## config.mk

```make
export PLATFORM = sky130hd
export DESIGN_NAME = svgm_fifo
export DESIGN_NICKNAME = d
export VERILOG_FILES = /design/src/rtl/svgm_pkg.sv /design/src/rtl/svgm_fifo.sv
export SDC_FILE = /design/constraint.sdc
export NUM_CORES = 1
export LEC_CHECK = 0
export ABC_CLOCK_PERIOD_IN_PS = 15800
export BUFFER_PORTS_ARGS = -buffer_cell sky130_fd_sc_hd__buf_2
export CORE_UTILIZATION = 50
export CTS_CLUSTER_DIAMETER = 60
export DETAILED_ROUTE_END_ITERATION = 8
export GPL_ROUTABILITY_DRIVEN = 0
export PLACE_DENSITY = 0.76
export SLEW_MARGIN = 20
export SYNTH_ARGS = -nofsm -noshare
export SYNTH_HDL_FRONTEND = slang
export SYNTH_SLANG_ARGS = --single-unit
```

## constraint.sdc

```tcl
create_clock -name clk -period 15.8 [get_ports clk]
set_clock_uncertainty 0.05 [all_clocks]
set_input_delay 0.79 -clock clk [delete_from_list [all_inputs] [get_ports clk]]
set_output_delay 0.79 -clock clk [all_outputs]
set_load 0.005 [all_outputs]
```

## src/rtl/svgm_pkg.sv

```systemverilog
// Shared types, constants and helper functions of the sphere voxel grid marker.
// Used by every module of the block; depends on nothing else.
`default_nettype none

package svgm_pkg;

  localparam int COORD_W    = 24;
  localparam int SPC_W      = 10;
  localparam int PRB_W      = 12;
  localparam int GN_W       = 7;
  localparam int REQ_W      = 2;
  localparam int RSQ_W      = 24;
  localparam int VIX_W      = 6;
  localparam int STATE_W    = 2;
  localparam int CNT_W      = 19;
  localparam int CFG_IDX_W  = 3;
  localparam int CFG_DATA_W = 24;

  localparam int NUM_W = 26;
  localparam int QUO_W = 25;
  localparam int OFS_W = 28;
  localparam int LIM_W = 26;
  localparam int SQ_W  = 14;
  localparam int BOX_W = 9;
  localparam int MUL_W = 12;

  localparam int DEF_MAX_N = 64;

  localparam logic [REQ_W-1:0] REQ_CLEAR = 2'd0;
  localparam logic [REQ_W-1:0] REQ_ADD   = 2'd1;
  localparam logic [REQ_W-1:0] REQ_CARVE = 2'd2;
  localparam logic [REQ_W-1:0] REQ_READ  = 2'd3;

  localparam logic [STATE_W-1:0] VOX_EMPTY = 2'd0;
  localparam logic [STATE_W-1:0] VOX_OCC   = 2'd1;
  localparam logic [STATE_W-1:0] VOX_SURF  = 2'd2;

  localparam logic [CFG_IDX_W-1:0] CFG_ORIGIN_X = 3'd0;
  localparam logic [CFG_IDX_W-1:0] CFG_ORIGIN_Y = 3'd1;
  localparam logic [CFG_IDX_W-1:0] CFG_ORIGIN_Z = 3'd2;
  localparam logic [CFG_IDX_W-1:0] CFG_SPACING  = 3'd3;
  localparam logic [CFG_IDX_W-1:0] CFG_PROBE    = 3'd4;
  localparam logic [CFG_IDX_W-1:0] CFG_GRID_NX  = 3'd5;
  localparam logic [CFG_IDX_W-1:0] CFG_GRID_NY  = 3'd6;
  localparam logic [CFG_IDX_W-1:0] CFG_GRID_NZ  = 3'd7;

  localparam logic [SPC_W-1:0] SPC_RST = 10'd128;
  localparam logic [PRB_W-1:0] PRB_RST = 12'd358;
  localparam logic [GN_W-1:0]  GN_RST  = 7'd64;

  typedef struct packed {
    logic signed [COORD_W-1:0] origin_x;
    logic signed [COORD_W-1:0] origin_y;
    logic signed [COORD_W-1:0] origin_z;
    logic [SPC_W-1:0]          spacing;
    logic [PRB_W-1:0]          probe;
    logic [BOX_W-1:0]          n_x;
    logic [BOX_W-1:0]          n_y;
    logic [BOX_W-1:0]          n_z;
  } svgm_cfg_t;

  typedef struct packed {
    logic [REQ_W-1:0]        req;
    logic                    box_empty;
    logic                    clip;
    logic [BOX_W-1:0]        lo_x;
    logic [BOX_W-1:0]        lo_y;
    logic [BOX_W-1:0]        lo_z;
    logic [BOX_W-1:0]        hi_x;
    logic [BOX_W-1:0]        hi_y;
    logic [BOX_W-1:0]        hi_z;
    logic signed [OFS_W-1:0] off_x;
    logic signed [OFS_W-1:0] off_y;
    logic signed [OFS_W-1:0] off_z;
    logic [LIM_W-1:0]        lim;
    logic [VIX_W-1:0]        vx;
    logic [VIX_W-1:0]        vy;
    logic [VIX_W-1:0]        vz;
  } svgm_job_t;

  typedef struct packed {
    logic [BOX_W-1:0] lo;
    logic [BOX_W-1:0] hi;
    logic             clip;
    logic             empty;
  } svgm_axis_t;

  // Clamps one axis of a sphere box, given the truncated quotients of both ends.
  function automatic svgm_axis_t axis_box(input logic [QUO_W-1:0] qa,
                                          input logic [QUO_W-1:0] qb,
                                          input logic [BOX_W-1:0] n);
    svgm_axis_t       r;
    logic [QUO_W-1:0] lo_w;
    logic [QUO_W-1:0] hi_w;
    logic [QUO_W-1:0] nw;
    nw      = QUO_W'(n);
    lo_w    = (qa == '0) ? QUO_W'(1) : qa;
    hi_w    = (qb > nw) ? nw : qb;
    r.clip  = (qa == '0) || (qb > nw);
    r.empty = lo_w > hi_w;
    r.lo    = lo_w[BOX_W-1:0];
    r.hi    = hi_w[BOX_W-1:0];
    return r;
  endfunction

  // Square of an offset, saturated where it lies far beyond any usable limit.
  function automatic logic [2*SQ_W-1:0] sat_sq(input logic signed [OFS_W-1:0] v);
    logic [OFS_W-1:0] a;
    logic [SQ_W-1:0]  m;
    a = v[OFS_W-1] ? OFS_W'(-v) : OFS_W'(v);
    m = (a[OFS_W-1:SQ_W] != '0) ? '1 : a[SQ_W-1:0];
    return (2*SQ_W)'(m) * (2*SQ_W)'(m);
  endfunction

endpackage

`default_nettype wire

```

## src/rtl/svgm_fifo.sv

```systemverilog
// Two-entry job queue between the front end and the grid engine.
// Uses svgm_pkg for the job word.
`default_nettype none

module svgm_fifo import svgm_pkg::*; (
  input  wire logic clk,
  input  wire logic rst,
  input  wire logic wr,
  input  svgm_job_t wr_job,
  output logic      q_full,
  input  wire logic rd,
  output svgm_job_t rd_job,
  output logic      q_empty
);

  svgm_job_t  slot [2];
  logic       wptr, rptr;
  logic [1:0] fill;

  assign q_full  = fill == 2'd2;
  assign q_empty = fill == 2'd0;
  assign rd_job  = slot[rptr];

  always_ff @(posedge clk) begin
    if (rst) begin
      wptr <= 1'b0;
      rptr <= 1'b0;
      fill <= '0;
    end else begin
      if (wr) begin
        wptr <= !wptr;
      end
      if (rd) begin
        rptr <= !rptr;
      end
      fill <= fill + 2'(wr) - 2'(rd);
    end
  end

  always_ff @(posedge clk) begin
    if (wr) begin
      slot[wptr] <= wr_job;
    end
  end

endmodule

`default_nettype wire

```

==> flow_summary.html <==
<table>
<tr><th>Metric</th><th>Value</th></tr>
<tr><th colspan="2">Clock network</th></tr>
<tr><td>Number of buffers created by CTS</td><td>38</td></tr>
<tr><td>H-tree depth</td><td>2</td></tr>
<tr><td>Number of buffers added to fix hold violations after cts</td><td>0</td></tr>
<tr><td>Insertion delay to the later sink of the worst-skew pair</td><td>500 ps</td></tr>
<tr><td>Number of buffers inserted to repair setup after CTS</td><td>0</td></tr>
<tr><td>Clock Tree Root</td><td>clkbuf_16</td></tr>
<tr><td>Maximum number of buffers from clock root to sink</td><td>3</td></tr>
<tr><td># clock sinks</td><td>377</td></tr>
<tr><td>TritonCTS clock tree</td><td>yes</td></tr>
<tr><td>Post-cts gate resize count</td><td>0</td></tr>
<tr><td>Clock slew seen by the registers of the worst setup and hold paths</td><td>60 ps</td></tr>
<tr><th colspan="2">STA</th></tr>
<tr><td>Final slew viol count</td><td>0</td></tr>
<tr><td>Final total negative setup slack</td><td>0 ps</td></tr>
<tr><td>Final setup violation count</td><td>0</td></tr>
<tr><td>Slack of the critical path</td><td>11,630 ps</td></tr>
<tr><td>Worst slew margin relative to its limit</td><td>28.2%</td></tr>
<tr><td>Peak Freq</td><td>240 MHz</td></tr>
<tr><td>Number of endpoints with negative hold slack in the final report</td><td>0</td></tr>
<tr><td>Time the worst path needs with I/O delays and setup</td><td>4170 ps</td></tr>
<tr><td>Fin crit share</td><td>26.4%</td></tr>
<tr><td>Pin slew with the least headroom to its limit</td><td>1080 ps</td></tr>
<tr><td>RSZ-0062 raised after global routing</td><td>false</td></tr>
<tr><th colspan="2">Global routing</th></tr>
<tr><td>Initial antenna violation count</td><td>5</td></tr>
<tr><td>Total GRT Usage</td><td>18.4%</td></tr>
<tr><td>Maximum number of pins on one net before global-route repair</td><td>72</td></tr>
<tr><td>Vias in the first global route</td><td>7,050</td></tr>
<tr><td>First-pass GRT wire length</td><td>39.8 mm</td></tr>
<tr><td>Total congestion overflow after global routing</td><td>0</td></tr>
<tr><th colspan="2">Synthesis</th></tr>
<tr><td>Register bit count reported by yosys</td><td>377</td></tr>
<tr><td>Most instantiated library cell after synthesis</td><td>edfxtp_1</td></tr>
<tr><td>Leading post-synthesis cells by instance count</td><td>edfxtp_1, mux2_4, mux2_2</td></tr>
<tr><td>Number of synthesized flops with an enable pin</td><td>372</td></tr>
<tr><td>Area of the mapped netlist</td><td>0.0142 mm2</td></tr>
<tr><td>Number of different library cells in the post-synthesis netlist</td><td>13</td></tr>
<tr><td>Dominant cell type by area after synthesis</td><td>edfxtp_1</td></tr>
<tr><td>Post-Synthesis Net Count</td><td>792</td></tr>
<tr><td>Commonest register cell after synthesis</td><td>edfxtp_1</td></tr>
<tr><td>Synth Area per Inst</td><td>23.7 um2</td></tr>
<tr><td>Area fraction of the dominant cell type after synthesis</td><td>78.6%</td></tr>
<tr><td>Async SR Flop Fraction</td><td>0%</td></tr>
<tr><td>Top post-synthesis cells by area</td><td>edfxtp_1, mux2_4, mux2_2</td></tr>
<tr><td>Warning count from the yosys run</td><td>0</td></tr>
<tr><td>Gate count of the mapped netlist</td><td>600</td></tr>
<tr><td>Register area share after synthesis</td><td>79.3%</td></tr>
<tr><th colspan="2">Critical path</th></tr>
<tr><td>Delay of the slowest cell on the worst path</td><td>810 ps</td></tr>
<tr><td>Setup crit end kind</td><td>primary output</td></tr>
<tr><td>Kind of start point of the critical path</td><td>flip-flop</td></tr>
<tr><td>Arrival @ worst endpoint</td><td>3330 ps</td></tr>
<tr><td>Crit path required time</td><td>14,960 ps</td></tr>
<tr><td>Kind of critical path</td><td>flip-flop to primary output</td></tr>
<tr><td>Critical Path Most Common Cell</td><td>buf_4</td></tr>
<tr><td>Number of buffers and inverters on the critical path</td><td>3</td></tr>
<tr><td>Cell with the biggest individual delay on the critical path</td><td>buf_4</td></tr>
<tr><td>Worst path cell trace</td><td>buf_4, buf_4, mux2_4, buf_2</td></tr>
<tr><td>Biggest fanout along the worst timing path</td><td>56</td></tr>
<tr><td>Kind of cell adding the most delay to the critical path</td><td>buffers and inverters</td></tr>
<tr><th colspan="2">Drt</th></tr>
<tr><td>Total wire length</td><td>27.7 mm</td></tr>
<tr><td>Detail Route Antenna Nets</td><td>0</td></tr>
<tr><td>Vias after detailed routing</td><td>6,937</td></tr>
<tr><td>Number of vias per cell</td><td>4.91</td></tr>
<tr><td>First-pass iteration count of the detailed router</td><td>4</td></tr>
<tr><td>Routed len/inst</td><td>19.6 um</td></tr>
<tr><td>Iteration-0 DRC Markers</td><td>335</td></tr>
<tr><td>Remaining DRCs</td><td>0</td></tr>
<tr><th colspan="2">Final layout</th></tr>
<tr><td>Fill count</td><td>1,971</td></tr>
<tr><td>Share of post-route cells with drive strength above 1</td><td>60.6%</td></tr>
<tr><td>Area of the multi-input gates</td><td>0.00274 mm2</td></tr>
<tr><td>Area added between synthesis and finish</td><td>23.8%</td></tr>
<tr><td>Layout Nets</td><td>1,196</td></tr>
<tr><td>Storage element area</td><td>0.0113 mm2</td></tr>
<tr><th colspan="2">Run status</th></tr>
<tr><td>Result of the run</td><td>finished clean</td></tr>
<tr><th colspan="2">Floorplanning</th></tr>
<tr><td>Initial core utilization</td><td>51.0%</td></tr>
<tr><td>Number of top-level pins</td><td>378</td></tr>
<tr><td>Area of the core</td><td>0.0279 mm2</td></tr>
<tr><td>Die width</td><td>171 um</td></tr>
<tr><td>Row count</td><td>61</td></tr>
<tr><td>Die outline height</td><td>171 um</td></tr>
<tr><td>Overall die area</td><td>0.0291 mm2</td></tr>
<tr><th colspan="2">Power</th></tr>
<tr><td>Proportion of power drawn by flip-flops and latches</td><td>52.6%</td></tr>
<tr><td>Internal power of the cells</td><td>0.00178 W</td></tr>
<tr><td>Net switching power</td><td>0.000476 W</td></tr>
<tr><td>Combinational power share</td><td>10.9%</td></tr>
<tr><td>Fraction of power spent switching nets</td><td>21.1%</td></tr>
<tr><td>Worst IR Drop VDD</td><td>0.0950 mV</td></tr>
<tr><td>Proportion of power drawn by the clock network</td><td>36.5%</td></tr>
<tr><td>Pwr per Cell Area</td><td>128 mW/mm2</td></tr>
<tr><td>Leakage power</td><td>6.91 nW</td></tr>
<tr><th colspan="2">Worst hold path</th></tr>
<tr><td>Class of the most critical hold timing path</td><td>input port to flip-flop</td></tr>
<tr><th colspan="2">Placement</th></tr>
<tr><td>Estimated wirelength of the detail-placed design</td><td>19.0 mm</td></tr>
<tr><td>Buffers added on ports</td><td>377</td></tr>
<tr><td>Placement Setup Slack</td><td>12,170 ps</td></tr>
<tr><th colspan="2">Run</th></tr>
<tr><td>Maxcap violations</td><td>0</td></tr>
</table>
[path summary, 6_finish.rpt]
kind                                   from      endpoint  slack, ps  cells past startpoint
worst min-delay path            wr_job[171]  slot[0][171]        420                      1
worst max register to register         wptr   slot[0][47]      13090                      3
worst min register to register         rptr          rptr        480                      2
worst max-delay path              flip-flop    rd_job[64]      11630                      4
[sequential cells by signal, indices dropped and copies added, names as in the netlist, named ones only]
register,flops
rptr,1
fill,2
slot,372
wptr,1
[power groups by stage]
stage	clock network [W]	logic, W	registers (W)
after floorplan	0	0.000148	0.00122
after global placement	0	0.000244	0.00121
after detailed placement	0	0.000249	0.00121
after CTS	0.000845	0.000250	0.00119
after global routing	0.000883	0.000265	0.00119
final	0.000826	0.000246	0.00119
[placed cells by master (no fill, tap or decap), drive strengths merged]
cell type,n
bufinv,1
buf,385
diode,3
inv,4
clkbuf,53
nor2b,3
mux2,186
nor2,5
dfxtp,5
xnor2,2
xnor3,1
edfxtp,372
and2,1
clkinv,11
ha,2
[per-layer routing]
metal | vias up | global-route usage (%) | part of all wire [%]
met4 | 2 | 6.89 | 2.9
met1 | 3420 | 21.2 | 38
li1 | 3204 | - | -
met5 | - | 0 | 0.036
met3 | 54 | 5.07 | 7.6
met2 | 257 | 32.5 | 52
[metrics by stage]
step,utilization (%),total power (W),instance area (um2),hold WS [ps],std cells
2_1_floorplan,-,0.00136,14200,430,600
3_3_place_gp,59.0,0.00145,16400,452,1342
3_5_place_dp,59.0,0.00146,16400,486,1342
4_1_cts,63.2,0.00228,17600,401,1409
5_1_grt,63.2,0.00234,17600,397,1412
6_report,63.2,0.00226,17600,422,1412
[kinds of logic (layout without fill, tap and decap cells)]
family / after synthesis / count (layout) / share of synthesized area (%)
XOR/XNOR: 3 / 3 / 0.282
adder cells (fa/ha/maj): 2 / 2 / 0.176
buffers and inverters: 23 / 454 / 1.54
flip-flops: 377 / 377 / 79.3
multiplexers: 186 / 186 / 18.4
other: 0 / 3 / 0
AND/OR/NAND/NOR: 9 / 9 / 0.308
[area by class of cell]
| cell class | instances | share of cell area (%) |
|---|---|---|
| clock inverters | 14 | 0.590 |
| clock buffers | 53 | 5.96 |
| flip-flops and latches | 377 | 64.1 |
| inverters | 2 | 0.0427 |
| diodes | 3 | 0.0427 |
| multi-input cells | 200 | 15.6 |
| well taps | 378 | 2.69 |
| repair buffers | 385 | 11.1 |
Power figures use the tool's default switching activity.
