File: src/rtl/svgm_pkg.sv
// Shared types, constants and helper functions of the sphere voxel grid marker.
// Used by every module of the block; depends on nothing else.
`default_nettype none

package svgm_pkg;

  localparam int COORD_W    = 24;
  localparam int SPC_W      = 10;
  localparam int PRB_W      = 12;
  localparam int GN_W       = 7;
  localparam int REQ_W      = 2;
  localparam int RSQ_W      = 24;
  localparam int VIX_W      = 6;
  localparam int STATE_W    = 2;
  localparam int CNT_W      = 19;
  localparam int CFG_IDX_W  = 3;
  localparam int CFG_DATA_W = 24;

  localparam int NUM_W = 26;
  localparam int QUO_W = 25;
  localparam int OFS_W = 28;
  localparam int LIM_W = 26;
  localparam int SQ_W  = 14;
  localparam int BOX_W = 9;
  localparam int MUL_W = 12;

  localparam int DEF_MAX_N = 64;

  localparam logic [REQ_W-1:0] REQ_CLEAR = 2'd0;
  localparam logic [REQ_W-1:0] REQ_ADD   = 2'd1;
  localparam logic [REQ_W-1:0] REQ_CARVE = 2'd2;
  localparam logic [REQ_W-1:0] REQ_READ  = 2'd3;

  localparam logic [STATE_W-1:0] VOX_EMPTY = 2'd0;
  localparam logic [STATE_W-1:0] VOX_OCC   = 2'd1;
  localparam logic [STATE_W-1:0] VOX_SURF  = 2'd2;

  localparam logic [CFG_IDX_W-1:0] CFG_ORIGIN_X = 3'd0;
  localparam logic [CFG_IDX_W-1:0] CFG_ORIGIN_Y = 3'd1;
  localparam logic [CFG_IDX_W-1:0] CFG_ORIGIN_Z = 3'd2;
  localparam logic [CFG_IDX_W-1:0] CFG_SPACING  = 3'd3;
  localparam logic [CFG_IDX_W-1:0] CFG_PROBE    = 3'd4;
  localparam logic [CFG_IDX_W-1:0] CFG_GRID_NX  = 3'd5;
  localparam logic [CFG_IDX_W-1:0] CFG_GRID_NY  = 3'd6;
  localparam logic [CFG_IDX_W-1:0] CFG_GRID_NZ  = 3'd7;

  localparam logic [SPC_W-1:0] SPC_RST = 10'd128;
  localparam logic [PRB_W-1:0] PRB_RST = 12'd358;
  localparam logic [GN_W-1:0]  GN_RST  = 7'd64;

  typedef struct packed {
    logic signed [COORD_W-1:0] origin_x;
    logic signed [COORD_W-1:0] origin_y;
    logic signed [COORD_W-1:0] origin_z;
    logic [SPC_W-1:0]          spacing;
    logic [PRB_W-1:0]          probe;
    logic [BOX_W-1:0]          n_x;
    logic [BOX_W-1:0]          n_y;
    logic [BOX_W-1:0]          n_z;
  } svgm_cfg_t;

  typedef struct packed {
    logic [REQ_W-1:0]        req;
    logic                    box_empty;
    logic                    clip;
    logic [BOX_W-1:0]        lo_x;
    logic [BOX_W-1:0]        lo_y;
    logic [BOX_W-1:0]        lo_z;
    logic [BOX_W-1:0]        hi_x;
    logic [BOX_W-1:0]        hi_y;
    logic [BOX_W-1:0]        hi_z;
    logic signed [OFS_W-1:0] off_x;
    logic signed [OFS_W-1:0] off_y;
    logic signed [OFS_W-1:0] off_z;
    logic [LIM_W-1:0]        lim;
    logic [VIX_W-1:0]        vx;
    logic [VIX_W-1:0]        vy;
    logic [VIX_W-1:0]        vz;
  } svgm_job_t;

  typedef struct packed {
    logic [BOX_W-1:0] lo;
    logic [BOX_W-1:0] hi;
    logic             clip;
    logic             empty;
  } svgm_axis_t;

  // Clamps one axis of a sphere box, given the truncated quotients of both ends.
  function automatic svgm_axis_t axis_box(input logic [QUO_W-1:0] qa,
                                          input logic [QUO_W-1:0] qb,
                                          input logic [BOX_W-1:0] n);
    svgm_axis_t       r;
    logic [QUO_W-1:0] lo_w;
    logic [QUO_W-1:0] hi_w;
    logic [QUO_W-1:0] nw;
    nw      = QUO_W'(n);
    lo_w    = (qa == '0) ? QUO_W'(1) : qa;
    hi_w    = (qb > nw) ? nw : qb;
    r.clip  = (qa == '0) || (qb > nw);
    r.empty = lo_w > hi_w;
    r.lo    = lo_w[BOX_W-1:0];
    r.hi    = hi_w[BOX_W-1:0];
    return r;
  endfunction

  // Square of an offset, saturated where it lies far beyond any usable limit.
  function automatic logic [2*SQ_W-1:0] sat_sq(input logic signed [OFS_W-1:0] v);
    logic [OFS_W-1:0] a;
    logic [SQ_W-1:0]  m;
    a = v[OFS_W-1] ? OFS_W'(-v) : OFS_W'(v);
    m = (a[OFS_W-1:SQ_W] != '0) ? '1 : a[SQ_W-1:0];
    return (2*SQ_W)'(m) * (2*SQ_W)'(m);
  endfunction

endpackage

`default_nettype wire

File: src/rtl/svgm_front.sv
// Front end: takes request words, computes clipped sphere boxes with a serial
// divider and the starting center offsets, and queues a job. Uses svgm_pkg.
`default_nettype none

module svgm_front import svgm_pkg::*; (
  input  wire logic                      clk,
  input  wire logic                      rst,
  input  wire logic                      push,
  output logic                           full,
  input  wire logic [REQ_W-1:0]          req_type,
  input  wire logic signed [COORD_W-1:0] center_x,
  input  wire logic signed [COORD_W-1:0] center_y,
  input  wire logic signed [COORD_W-1:0] center_z,
  input  wire logic [PRB_W-1:0]          radius,
  input  wire logic [RSQ_W-1:0]          radius_sq,
  input  wire logic [VIX_W-1:0]          voxel_x,
  input  wire logic [VIX_W-1:0]          voxel_y,
  input  wire logic [VIX_W-1:0]          voxel_z,
  input  svgm_cfg_t                      cfg,
  input  wire logic                      init_busy,
  input  wire logic                      q_full,
  output logic                           q_push,
  output svgm_job_t                      q_job
);

  localparam logic [2:0] F_IDLE  = 3'd0;
  localparam logic [2:0] F_DLOAD = 3'd1;
  localparam logic [2:0] F_DIV   = 3'd2;
  localparam logic [2:0] F_MUL   = 3'd3;
  localparam logic [2:0] F_PUSH  = 3'd4;

  logic [2:0]                fstate;
  logic [REQ_W-1:0]          it_req;
  logic signed [COORD_W-1:0] it_cx, it_cy, it_cz;
  logic [PRB_W-1:0]          it_r;
  logic [RSQ_W-1:0]          it_rsq;
  logic [VIX_W-1:0]          it_vx, it_vy, it_vz;
  logic [2:0]                dsel;
  logic [4:0]                dcnt;
  logic [SPC_W-1:0]          rem;
  logic [QUO_W-1:0]          dvd;
  logic [QUO_W-1:0]          quo [6];
  logic [2:0]                mstep;
  logic [2*MUL_W-1:0]        mul_p;
  logic signed [OFS_W-1:0]   off_x, off_y, off_z;
  logic [LIM_W-1:0]          lim;

  logic signed [COORD_W-1:0] dc, dorg;
  logic signed [NUM_W-1:0]   num;
  logic [SPC_W:0]            dtry;
  logic                      dge;
  logic [SPC_W-1:0]          rem_next;
  logic [QUO_W-1:0]          dvd_next;
  svgm_axis_t                bx, by, bz;
  logic [MUL_W-1:0]          mul_a, mul_b;
  logic signed [COORD_W-1:0] bc, borg;
  logic signed [OFS_W-1:0]   off_new;

  assign full = (fstate != F_IDLE) || init_busy;

  always_comb begin
    case (dsel[2:1])
      2'd0:    begin dc = it_cx; dorg = cfg.origin_x; end
      2'd1:    begin dc = it_cy; dorg = cfg.origin_y; end
      default: begin dc = it_cz; dorg = cfg.origin_z; end
    endcase
    num = NUM_W'(dc) - NUM_W'(dorg) + NUM_W'({1'b0, cfg.spacing})
        + (dsel[0] ? NUM_W'({1'b0, it_r}) : -NUM_W'({1'b0, it_r}));
  end

  always_comb begin
    dtry     = {rem, dvd[QUO_W-1]};
    dge      = dtry >= {1'b0, cfg.spacing};
    rem_next = dge ? SPC_W'(dtry - {1'b0, cfg.spacing}) : dtry[SPC_W-1:0];
    dvd_next = {dvd[QUO_W-2:0], dge};
  end

  assign bx = axis_box(quo[0], quo[1], cfg.n_x);
  assign by = axis_box(quo[2], quo[3], cfg.n_y);
  assign bz = axis_box(quo[4], quo[5], cfg.n_z);

  always_comb begin
    case (mstep)
      3'd0: begin
        mul_a = MUL_W'(cfg.spacing);
        mul_b = MUL_W'({bx.lo, 1'b0}) - MUL_W'(1);
      end
      3'd1: begin
        mul_a = MUL_W'(cfg.spacing);
        mul_b = MUL_W'({by.lo, 1'b0}) - MUL_W'(1);
      end
      3'd2: begin
        mul_a = MUL_W'(cfg.spacing);
        mul_b = MUL_W'({bz.lo, 1'b0}) - MUL_W'(1)
              + ((it_req == REQ_CARVE) ? MUL_W'(2) : MUL_W'(0));
      end
      default: begin
        mul_a = cfg.probe;
        mul_b = cfg.probe;
      end
    endcase
  end

  always_comb begin
    case (mstep)
      3'd1:    begin bc = it_cx; borg = cfg.origin_x; end
      3'd2:    begin bc = it_cy; borg = cfg.origin_y; end
      default: begin bc = it_cz; borg = cfg.origin_z; end
    endcase
    off_new = OFS_W'(mul_p) + ((OFS_W'(borg) - OFS_W'(bc)) <<< 1);
  end

  always_ff @(posedge clk) begin
    if (rst) begin
      fstate <= F_IDLE;
    end else begin
      unique case (fstate)
        F_IDLE: begin
          if (push && !full) begin
            if (req_type == REQ_ADD || req_type == REQ_CARVE) begin
              fstate <= F_DLOAD;
            end else begin
              fstate <= F_PUSH;
            end
          end
        end
        F_DLOAD: fstate <= F_DIV;
        F_DIV: begin
          if (dcnt == 5'(QUO_W - 1) && dsel == 3'd5) begin
            fstate <= F_MUL;
          end else if (dcnt == 5'(QUO_W - 1)) begin
            fstate <= F_DLOAD;
          end
        end
        F_MUL: begin
          if (mstep == 3'd4) begin
            fstate <= F_PUSH;
          end
        end
        F_PUSH: begin
          if (!q_full) begin
            fstate <= F_IDLE;
          end
        end
        default: fstate <= F_IDLE;
      endcase
    end
  end

  always_ff @(posedge clk) begin
    case (fstate)
      F_IDLE: begin
        it_req <= req_type;
        it_cx  <= center_x;
        it_cy  <= center_y;
        it_cz  <= center_z;
        it_r   <= (req_type == REQ_CARVE) ? cfg.probe : radius;
        it_rsq <= radius_sq;
        it_vx  <= voxel_x;
        it_vy  <= voxel_y;
        it_vz  <= voxel_z;
        dsel   <= '0;
        mstep  <= '0;
      end
      F_DLOAD: begin
        rem  <= '0;
        dcnt <= '0;
        dvd  <= (num > 0) ? num[QUO_W-1:0] : '0;
      end
      F_DIV: begin
        rem  <= rem_next;
        dvd  <= dvd_next;
        dcnt <= dcnt + 5'd1;
        if (dcnt == 5'(QUO_W - 1)) begin
          quo[dsel] <= dvd_next;
          dsel      <= dsel + 3'd1;
        end
      end
      F_MUL: begin
        mul_p <= mul_a * mul_b;
        mstep <= mstep + 3'd1;
        case (mstep)
          3'd1: off_x <= off_new;
          3'd2: off_y <= off_new;
          3'd3: off_z <= off_new;
          3'd4: lim <= (it_req == REQ_CARVE) ? {mul_p, 2'b00} : {it_rsq, 2'b00};
          default: ;
        endcase
      end
      default: ;
    endcase
  end

  always_comb begin
    q_push          = (fstate == F_PUSH) && !q_full;
    q_job.req       = it_req;
    q_job.box_empty = bx.empty || by.empty || bz.empty;
    q_job.clip      = bx.clip || by.clip || bz.clip;
    q_job.lo_x      = bx.lo;
    q_job.lo_y      = by.lo;
    q_job.lo_z      = bz.lo;
    q_job.hi_x      = bx.hi;
    q_job.hi_y      = by.hi;
    q_job.hi_z      = bz.hi;
    q_job.off_x     = off_x;
    q_job.off_y     = off_y;
    q_job.off_z     = off_z;
    q_job.lim       = lim;
    q_job.vx        = it_vx;
    q_job.vy        = it_vy;
    q_job.vz        = it_vz;
  end

endmodule

`default_nettype wire

File: config.mk
export PLATFORM = sky130hd
export DESIGN_NAME = svgm_front
export DESIGN_NICKNAME = d
export VERILOG_FILES = /design/src/rtl/svgm_pkg.sv /design/src/rtl/svgm_front.sv
export SDC_FILE = /design/constraint.sdc
export NUM_CORES = 1
export LEC_CHECK = 0
export BUFFER_PORTS_ARGS = -buffer_cell sky130_fd_sc_hd__buf_2
export CAP_MARGIN = 5
export CORE_MARGIN = 3
export CORE_UTILIZATION = 30
export CTS_CLUSTER_DIAMETER = 30
export CTS_CLUSTER_SIZE = 28
export DETAILED_ROUTE_END_ITERATION = 10
export SLEW_MARGIN = 10
export SYNTH_ARGS = -nofsm -noshare
export SYNTH_HDL_FRONTEND = slang
export SYNTH_SLANG_ARGS = --single-unit
File: constraint.sdc
create_clock -name clk -period 9.6 [get_ports clk]
set_input_delay 2.4 -clock clk [delete_from_list [all_inputs] [get_ports clk]]
set_output_delay 2.4 -clock clk [all_outputs]
set_load 0.005 [all_outputs]
==> results of run 1 <==
cell usage after synthesis (all sizes together) (54+ instances only):
cell,instances
edfxtp,453
ha,278
inv,267
nand2,250
nor2,181
a21oi,166
fa,138
clkbuf,128
o21ai,111
mux2i,82
xnor2,74
a21o,69
mux2,57
xor2,54
critical path: cells and delay by family:
kind | cells | cell delay [ps]
compound gates | 15 | 2920
buf+inv | 4 | 480
simple gates | 3 | 280
fa+ha+maj | 2 | 600
cell usage in the layout (no fill, tap or decap), types with 69 or more instances in the layout:
| master | count |
|---|---|
| mux2i_1 | 82 |
| ha_1 | 278 |
| a21o_1 | 69 |
| clkbuf_16 | 88 |
| xnor2_1 | 74 |
| nand2_1 | 250 |
| a21oi_1 | 162 |
| edfxtp_1 | 453 |
| nor2_1 | 175 |
| inv_1 | 267 |
| fa_1 | 138 |
| buf_2 | 439 |
| o21ai_0 | 105 |
sequential cells by signal (all words and copies together), names as in the netlist:
| signal | count |
|---|---|
| it_cy | 24 |
| rem | 10 |
| it_rsq | 24 |
| it_r | 12 |
| mstep | 3 |
| it_req | 2 |
| off_y | 27 |
| it_vy | 6 |
| dvd | 25 |
| it_cx | 24 |
| mul_p | 24 |
| it_cz | 24 |
| it_vx | 6 |
| it_vz | 6 |
| off_z | 27 |
| quo | 150 |
| off_x | 27 |
| lim | 24 |
| fstate | 3 |
| dsel | 3 |
| dcnt | 5 |
through the flow:
step | area, µm² | std cells | util, % | worst slack, ps
final | 37810 | 4699 | 37.06 | 518.6
after global routing | 37810 | 4698 | 37.06 | -7.304
after CTS | 37790 | 4697 | 37.04 | 408.9
after detailed placement | 34710 | 4535 | 34.02 | 446.2
after global placement | 34710 | 4535 | 34.02 | 371.0
after floorplan | 31070 | 2849 | - | 879.3
layout make-up:
cell class / instances / area (µm²) / share of cell area (%)
diodes: 2 / 5.005 / 0.01324
well taps: 1368 / 1712 / 4.526
flip-flops and latches: 456 / 13660 / 36.13
multi-input cells: 1972 / 15900 / 42.05
clock inverters: 64 / 845.8 / 2.237
inverters: 267 / 1002 / 2.650
repair buffers: 472 / 2445 / 6.465
clock buffers: 98 / 2240 / 5.923
routing by layer:
| metal | global-route usage, % | vias up | wire length [µm] |
|---|---|---|---|
| met5 | 0 | - | 46 |
| met1 | 24.62 | 11269 | 43620 |
| met3 | 3.647 | 151 | 6253 |
| li1 | - | 10860 | - |
| met2 | 29.95 | 743 | 46650 |
| met4 | 5.924 | 6 | 3048 |
how the worst max path moves through the flow:
stage	cells past startpoint	slack, ps	from	end
after floorplan	24	880	cfg[1]	q_job[183]
after global placement	26	370	cfg[19]	q_job[183]
after detailed placement	26	450	cfg[19]	q_job[183]
after CTS	26	410	cfg[19]	q_job[183]
after global routing	26	-7	cfg[19]	q_job[183]
final	24	520	cfg[19]	q_job[183]
cells by family (layout without fill, tap and decap cells):
family / count (synthesis) / after routing / share of synthesized area, %
AO/OA/AOI/OAI: 552 / 552 / 11.51
XOR/XNOR: 128 / 128 / 3.630
adder cells (fa/ha/maj): 416 / 416 / 20.21
buffers and inverters: 421 / 901 / 5.226
flip-flops: 456 / 456 / 44.24
multiplexers: 139 / 139 / 4.736
other: 2 / 52 / 0.02432
AND/OR/NAND/NOR: 687 / 687 / 10.43
==> flow_summary.toml, run 1 <==
[cells_and_area]
nFillCells = 10164
areaGrowthSynthToFinish_pct = 22.43
final_nets = 3926
drive_gt1_share_pct = 21.69

[synthesis]
synth_seq_cells = 456
async_flop_share_pct = 0
synthCells = 2801
ys_seq_area_share_pct = 44.24
synth_area_leaders = "edfxtp_1, ha_1, fa_1"
ys.flop_type = "edfxtp_1"
synth_top_area_share_pct = 44.04
yosysWarnings = 0
yosysTopAreaCell = "edfxtp_1"
syn-cell-area_um2 = 30890
ys_types = 82
synth.avg_cell_area_um2 = 11.03
synth_edf_count = 453

[placed_design]
gp_congestion = 0.9190
dp_hpwl_um = 79440
portBuffers = 439

[detailed_routing]
ant_nets = 0
drtIter0Drc = 1656
num_vias = 23029
wirelength_um = 99620
vias_per_cell = 4.901
drc = 0
drtPass1Iterations = 5
wl_per_cell_um = 21.20

[timing]
skew_ps = 25.07
relSlewSlack_pct = 30.75
finalCritPeriodShare_pct = 94.60
hold_viol_final = 0
setup_viol = 0
slew_violations = 0
fmax_ghz = 0.1101
min_period_ps = 9081
holdWs_ps = 531.8
worst_pin_slew_ps = 1039
setup_tns_ps = 0

[critical_path]
regToRegStartpoint = "quo[4][2]"
path_cells = "buf_2 -> inv_1 -> ha_1 -> nor2b_1 -> o21a_1 -> o21a_1 -> o21a_1 -> o21a_1 -> o21ai_0 -> a21oi_1 -> o41a_1 -> buf_4 -> a2bb2oi_1 -> ha_1 -> o21ai_0 -> nand2b_1 -> a21oi_1 -> nor2_1 -> a2111oi_1 -> o211ai_1 -> a221oi_1 -> o21ai_0 -> a211o_1 -> buf_2"
required_ps = 7200
reg2regPathDepth = 32
arrival_ps = 6680
slowest_stage = "a2111oi_1"
startpoint_type = "input pin"
r2r_end = "mul_p[22]"
crit_fanout = 15
worst_path_largest_cell_delay_ps = 390
endpoint_kind = "output port"
rrSetupSlack_ps = 610
crit_type = "input pin to output port"
crit_top_cell = "o21a_1"

[hold_path]
min_path_type = "register to register"
hp-start = "it_rsq[18]"
holdPathEnd = "lim[20]"
min_path_cells = 1

[floorplan]
ios = 442
initial_core_util_pct = 30.27
rows = 117
core_area_um2 = 102000
die_w_um = 326.9
die_y_um = 326.9
die-area_um2 = 106800

[clock_network]
cts.repair.resized = 0
clock_latency_ps = 620
cts_buffer_depth = 3
tritoncts = "built"
h-tree-depth = 3
cts-buffers-inserted = 87
path_clk_slew_ps = 50
ctsHoldBuffers = 0
cts.sinks = 456
cts_setup_buffers = 0
root_buffer = "clkbuf_16"

[grt]
track_usage_pct = 18.41
grt_overflow = 0
grt_max_degree = 71
grt_pass1_vias = 22997
grt_first_pass_wirelength_um = 147800
antenna_found_initial = 10

[flow_run]
drv_cap = 0

[run_status]
status = "completed"
Power of run 1 is not shown: default switching activity piles up to over one toggle a cycle in this logic, so the estimate is an artifact.
==> run 2: changes to the inputs <==
Settings changed: CORE_UTILIZATION 30 to 38.
==> flow_summary.toml, run 2 (synthesized netlist as in run 1, its figures left out) <==
[run_status]
status = "completed"

[detailed_routing]
drtIter0Drc = 1626
num_vias = 23058
wirelength_um = 96740
ant_nets = 0
vias_per_cell = 5.212
drtPass1Iterations = 7
wl_per_cell_um = 21.87
drc = 0

[critical_path]
crit_type = "input pin to output port"
crit_fanout = 4
startpoint_type = "input pin"
required_ps = 7200
arrival_ps = 6750
endpoint_kind = "output port"

[hold_path]
min_path_type = "register to register"

[placed_design]
gp_congestion = 0.9459
portBuffers = 439
dp_hpwl_um = 75850
pre_cts_slack_ps = 403.8

[clock_network]
cts.sinks = 456
ctsHoldBuffers = 0
clock_latency_ps = 650
cts-buffers-inserted = 102
tritoncts = "built"
cts_setup_buffers = 0
h-tree-depth = 3
root_buffer = "clkbuf_16"
cts_buffer_depth = 3
path_clk_slew_ps = 50

[timing]
relSlewSlack_pct = 30.39
fmax_ghz = 0.1093
finalCritPeriodShare_pct = 95.30
setup_viol = 0
setup_tns_ps = 0
rsz0062_at_grt = "no"
layout_setup_ws_ps = 451.6
skew_ps = 38.15
min_period_ps = 9148
hold_viol_final = 0
worst_pin_slew_ps = 1043
slew_violations = 0

[cells_and_area]
top_register = "quo"
drive_gt1_share_pct = 22.44
layout_commonest_cell = "edfxtp_1"
final_nets = 3945
areaGrowthSynthToFinish_pct = 23.01
largest_register_ffs = 150
layout_common_cells = "edfxtp_1, buf_2, ha_1"

[grt]
grt_overflow = 0
grt_pass1_vias = 23136
grt_max_degree = 66
antenna_found_initial = 17
grt_first_pass_wirelength_um = 144500
track_usage_pct = 22.41

[floorplan]
rows = 103
die-area_um2 = 84740
core_area_um2 = 79770
die_w_um = 291.1
die_y_um = 291.1
ios = 442
initial_core_util_pct = 38.72

[flow_run]
drv_cap = 0
## run 2: cell types whose count changed in the layout (fill, tap and decap cells not counted), moves of 5 or more
| cell | previous run | this run |
|---|---|---|
| clkbuf_16 | 88 | 102 |
| clkinvlp_4 | 4 | 15 |
| diode_2 | 2 | 10 |
| inv_6 | 17 | 10 |
| clkinv_1 | 6 | 12 |
| clkinv_16 | 0 | 5 |
| clkinv_2 | 10 | 15 |
## run 2: final timing paths
kind              depth (start not counted)  slack (ps)          to      start
setup / recovery                         25         450  q_job[183]    cfg[19]
hold / removal                            0         540    off_z[0]   mul_p[0]
setup reg to reg                         32         760   mul_p[23]  quo[4][2]
hold reg to reg                           0         540    off_z[0]   mul_p[0]
## run 2: layout make-up
cell class / count / area (µm²)
tap: 1050 / 1314
fill: 7238 / 41780
sequential: 456 / 13660
multi-input combinational: 1972 / 15890
clock inverter: 85 / 1052
antenna: 10 / 25.02
timing repair buffer: 476 / 2475
inverter: 267 / 1002
clock buffer: 108 / 2575
## run 2: metrics by stage
stage                     instances  util, %  hold slack (ps)  instance area, µm²
after global routing           4419    47.61            558.6               37980
final                          4424    47.62            541.7               37990
after detailed placement       4221    43.04            533.2               34330
after global placement         4221    43.04            526.4               34330
after CTS                      4414    47.58            547.1               37960
after floorplan                2849        -            457.7               31070
## run 2: critical path, cell delays in order
cell and delay [ps]:
buf_2 100, inv_1 50, ha_1 290, nor2b_1 130, o21a_1 160, o21a_1 160, o21a_1 160, o21a_1 160
o21ai_0 150, a21oi_1 110, o41ai_1 310, nand2_1 190, a2bb2oi_1 190, ha_1 260, nor2b_1 130, o21ai_0 140
nand2b_1 70, a21oi_1 190, nor2_1 70, a2111oi_0 400, o211ai_1 160, a221oi_1 270, o21ai_0 120, a211o_1 270
buf_2 130
## run 2: metal layers
layer  routed length (µm)  up-vias  GRT usage (%)
met4                 1864       12          5.431
met2                46010      759          36.76
met1                42080    11261          30.09
met5                   80        -              0
li1                     -    10901              -
met3                 6705      125          5.165
## run 2: timing repair
| item | 4_1_cts | 5_1_grt |
|---|---|---|
| endpoints found under the hold margin | 0 | 0 |
| endpoints found under the setup margin | 0 | 6 |
| resized for setup | 0 | 2 |
Power of run 2 is left out for the same reason.
